**src/sv/ssg_mac.sv**
```systemverilog
// Module: multiply-accumulate of one source component by one weight, with rounding.
module ssg_mac (
  input  logic               clk,
  input  logic               clr,
  input  logic               en,
  input  logic signed [31:0] src,
  input  logic [18:0]        wt,
  output logic signed [31:0] q,
  output logic               sat
);

  logic signed [51:0] prod;
  logic signed [56:0] acc;
  logic signed [56:0] rnd;
  logic signed [38:0] sh;

  // register product, then accumulate
  always_ff @(posedge clk) begin
    prod <= src * $signed({1'b0, wt});
    if (clr) begin
      acc <= '0;
    end else if (en) begin
      acc <= acc + 57'(prod);
    end
  end

  // round half up and clamp
  always_comb begin
    rnd = acc + 57'sd131072;
    sh  = 39'(rnd >>> 18);
    sat = (sh > 39'sd2147483647) || (sh < -39'sd2147483648);
    if (sh > 39'sd2147483647) begin
      q = 32'sh7fffffff;
    end else if (sh < -39'sd2147483648) begin
      q = 32'sh80000000;
    end else begin
      q = 32'(sh);
    end
  end

endmodule

```
**config.mk**
```make
export PLATFORM = sky130hd
export DESIGN_NAME = ssg_mac
export DESIGN_NICKNAME = d
export VERILOG_FILES = /design/src/sv/ssg_mac.sv
export SDC_FILE = /design/constraint.sdc
export NUM_CORES = 2
export LEC_CHECK = 0
export BUFFER_PORTS_ARGS = -buffer_cell sky130_fd_sc_hd__buf_2
export CAP_MARGIN = 20
export CORE_UTILIZATION = 55
export DETAILED_ROUTE_END_ITERATION = 7
export GPL_TIMING_DRIVEN = 0
export PLACE_DENSITY_LB_ADDON = 0.1
export SYNTH_ARGS = -nofsm -noshare
export SYNTH_HDL_FRONTEND = slang
export SYNTH_SLANG_ARGS = --single-unit
```
**constraint.sdc**
```tcl
create_clock -name clk -period 10.85 [get_ports clk]
set_clock_uncertainty 0.15 [all_clocks]
set_input_delay 2.17 -clock clk [delete_from_list [all_inputs] [get_ports clk]]
set_output_delay 2.17 -clock clk [all_outputs]
set_load 0.05 [all_outputs]
```
Yosys cells after proc, flatten, opt, wreduce, memory -nomap -nowiden
Index checks and enable logic that the tools add are counted.
- $add $sub $neg: 2
- $mul: 1
- magnitude comparators: 2
- multiplexer cells: 2
- reduce and logical (&&, ||, !) cells: 1
- operator list (kind ; number):
    $mux W32 ; 2
    $add A57 B19 Y57 const B ; 1
    $add A57 B52 Y57 ; 1
    $mul A32 B20 Y52 ; 1
    $gt A39 B32 Y1 const B ; 1
    $lt A39 B32 Y1 const B ; 1
    $logic_or A1 B1 Y1 ; 1
- flip-flop bits (word level): 109
- bits of input ports: 54
- output and inout port bits: 33

Longest topological paths before layout
- depth after elaboration: 4
- depth in mapped cells: 28
- depth with buffers taken out: 26

Worst setup path after synthesis
Ideal clock, no wire load.
- path type: input to register
- start point: in src[19]
- end point: reg prod[49]
- setup time: 0.072 ns
- data arrival time: 8.626 ns
- setup slack: 2.002 ns
- cell stages on the path: 24
- path buffers: 1
- cells stage by stage: clkbuf_1 and2_1 fa_1 inv_1 fa_1 fa_1 inv_1 fa_1 fa_1 fa_1 inv_1 fa_1 inv_1 ha_1 a21o_1 a21o_1 a2111oi_0 o22a_1 o31a_2 o21ai_0 o21ai_1 nor3_1 a2111oi_2 xnor2_1
- word-level cells in the longest chain between the ends: 1
- ends and longest elaborated chain (what ; line ; text):
    start, declared ; 6 ; input logic signed [31:0] src,
    $mul A32 B20 Y52 ; 19 ; prod <= src * $signed({1'b0, wt});
    end signal, assigned ; 19 ;
    end, declared ; 12 ; logic signed [51:0] prod;
No other way between the ends.
A chain may end at the register's enable or synchronous reset.

Worst setup path in the final report
- start point: in src[31]
- end point: reg prod[50]
Same word-level chain as after synthesis.

==> reports/metrics.cfg <==
[run_status]
outcome = finished, violations left
violations = design-rule violations

[worst_setup_path]
rrSetupSlack_ps = 7040
end_kind = register
max_stage_delay_ps = 660
cp_top_family = adder cells
cp_max_fo = 10
slowest_stage = fa_1
start_kind = primary input
crit_chain = clkbuf_1 > clkbuf_1 > nand2_1 > fa_1 > fa_1 > fa_1 > inv_1 > fa_1 > fa_1 > fa_1 > inv_1 > fa_1 > inv_1 > ha_1 > nand4_1 > nor4_1 > nand2_1 > a31oi_1 > nor3_1 > or2_2 > o221ai_1 > a211oi_1 > xnor2_1
r2r_start = acc[0]
ff2ff_path_depth = 13
crit_type = primary input to register
critical_path_arrival_ps = 10180
critical_path.most_common_cell = fa_1
required_ps = 10950
path_buf_inv = 5
r2r-end = acc[50]

[yosys]
synth_area_leaders = fa_1 41%, inv_1 8.5%, and2_1 8.5%
ys.flop_type = dfxtp_1
synth.distinct_cells = 81
synth_most_common_cell = inv_1
syn-cell-area_um2 = 29430
synth-edff-count = 0
synth_top_area_frac = 0.4109
yosys-top-cells-count = 668 x inv_1, 604 x fa_1, 400 x and2_1, 315 x nand2_1, 191 x ha_1
syn-num-nets = 4170
synth_cells = 3321
async_reset_ff_frac = 0
synth_area_per_cell_um2 = 8.861
synth_top_area_cell = fa_1
ys_seq_area_frac = 0.07415
synth-seq-cells = 109
yosysWarnings = 0

[clock_tree]
clk_latency_ps = 370
cts_buffer_depth = 2
cts_root_buf = clkbuf_16
cts_tree = built
cts_sinks = 109
h-tree-depth = 3
cts_buffers = 9
holdBufCountCts = 0
post_cts_resized = 0
post_cts_buffers = 0
cts.clk_slew.worst_paths_ps = 70

[floorplanning]
die_w_um = 233.3
die_y_um = 233.3
core_um2 = 52760
top_level_ports = 87
row_count = 84
die_area_um2 = 54440
initial_core_util = 0.5578

[sta]
rsz0062_at_grt = no
period_minus_slack_ps = 10080
finalSetupViolations = 0
tightest_slew_ps = 981.3
max_freq_ghz = 0.09919
period_share = 0.9292
maxSlewHeadroom = 0.3458
hold_viol = 0
setup_tns_ps = 0
fin_hold_ws_ps = 334.3
maxSlewViolCount = 0

[global_routing]
grt_pass1_vias = 23570
grt_max_degree = 22
track_usage = 0.3263
grt_overflow = 0
antenna_found_initial = 1
grt_first_pass_wirelength_um = 133600

[routing]
wl_per_cell_um = 20.65
routed_wirelength_um = 84910
vias = 22840
drc_errors = 32
drt_iter0_drc = 1840
antenna_left = 0
routed_via_density = 5.556
drt-pass1-iter-count = 8

[finish]
design_area_um2 = 31040
drive_gt1_frac = 0.05026
syn_to_final_growth_pct = 5.472
utilization = 0.5883
final_nets = 4266
seqCellArea_um2 = 2182
multiInputGateArea_um2 = 24130
fill_cells = 4805

[placed_design]
post_dp_cell_area_um2 = 30710
place.gp.congestion = 0.9877
portBuffers = 84
dp_hpwl_um = 71760

[hold_path]
whs_path_depth = 2
holdCritPathClass = register to register
hold_end = acc[12]
hold_start = acc[12]

[run]
maxCapViolCount = 0

## layout make-up
class                   count  area share
multi-input cells        2394      0.7774
inverters                 668     0.08078
clock inverters             7    0.002378
diodes                      1  0.00008062
plain buffers             150     0.01959
repair buffers             85     0.01443
clock buffers               9    0.007256
well taps                 688     0.02773
flip-flops and latches    109     0.07030
## worst max-delay path by stage
stage	startpoint	end	slack, ps	depth (start not counted)
after CTS	src[31]	prod[50]	830	23
after global routing	src[31]	prod[50]	480	23
after global placement	src[31]	prod[50]	470	23
after floorplan	src[19]	prod[49]	2000	24
after detailed placement	src[31]	prod[50]	450	23
final	src[31]	prod[50]	770	23
## cells by family (layout without fill, tap and decap cells)
family,count (synthesis),in the layout,synth area share
other cells,0,1,0
simple gates,1021,1021,0.1825
compound gates,407,407,0.09277
fa+ha+maj,795,795,0.4921
xor+xnor,131,131,0.03899
mux,40,40,0.01361
buf+inv,818,919,0.1059
flops,109,109,0.07415
## cells in the final DEF, fill, tap and decap left out, drive strengths merged, types with 25 or more instances in the layout
cell | Yosys | layout
xor2 | 48 | 48
mux2i | 40 | 40
ha | 191 | 191
o21ai | 92 | 92
a21o | 60 | 60
nand2 | 317 | 317
and2 | 401 | 401
dfxtp | 109 | 109
buf | 15 | 100
nor2 | 117 | 117
fa | 604 | 604
nand4 | 25 | 25
nand3 | 37 | 37
a21oi | 119 | 119
clkbuf | 135 | 144
inv | 668 | 673
xnor2 | 83 | 83
## flip-flops by register name, indices dropped and copies added (netlist names)
signal  count
prod       52
acc        57
## metrics by stage
| step | std cells | worst slack [ps] |
|---|---|---|
| detailed placement | 4093 | 447.1 |
| floorplan | 3321 | 2002 |
| CTS | 4109 | 833.5 |
| finish | 4111 | 768.1 |
| global route | 4110 | 479.2 |
| global placement | 4093 | 470.6 |
## worst min-delay path: stages, from the launching register on
cell	delay, ps
dfxtp_1	320
nand2b_1	70
a21oi_1	60
## metal layers
metal	routed length, um	track usage	vias to the layer above
li1	-	-	10400
met1	36950	0.4578	11360
met2	38390	0.5217	934
met3	6472	0.04077	146
met4	3093	0.1125	0
met5	0	0	-
Power is left out: the tool's default activity adds up to more than one toggle a clock period on the data nets, which glitch-free logic cannot reach.
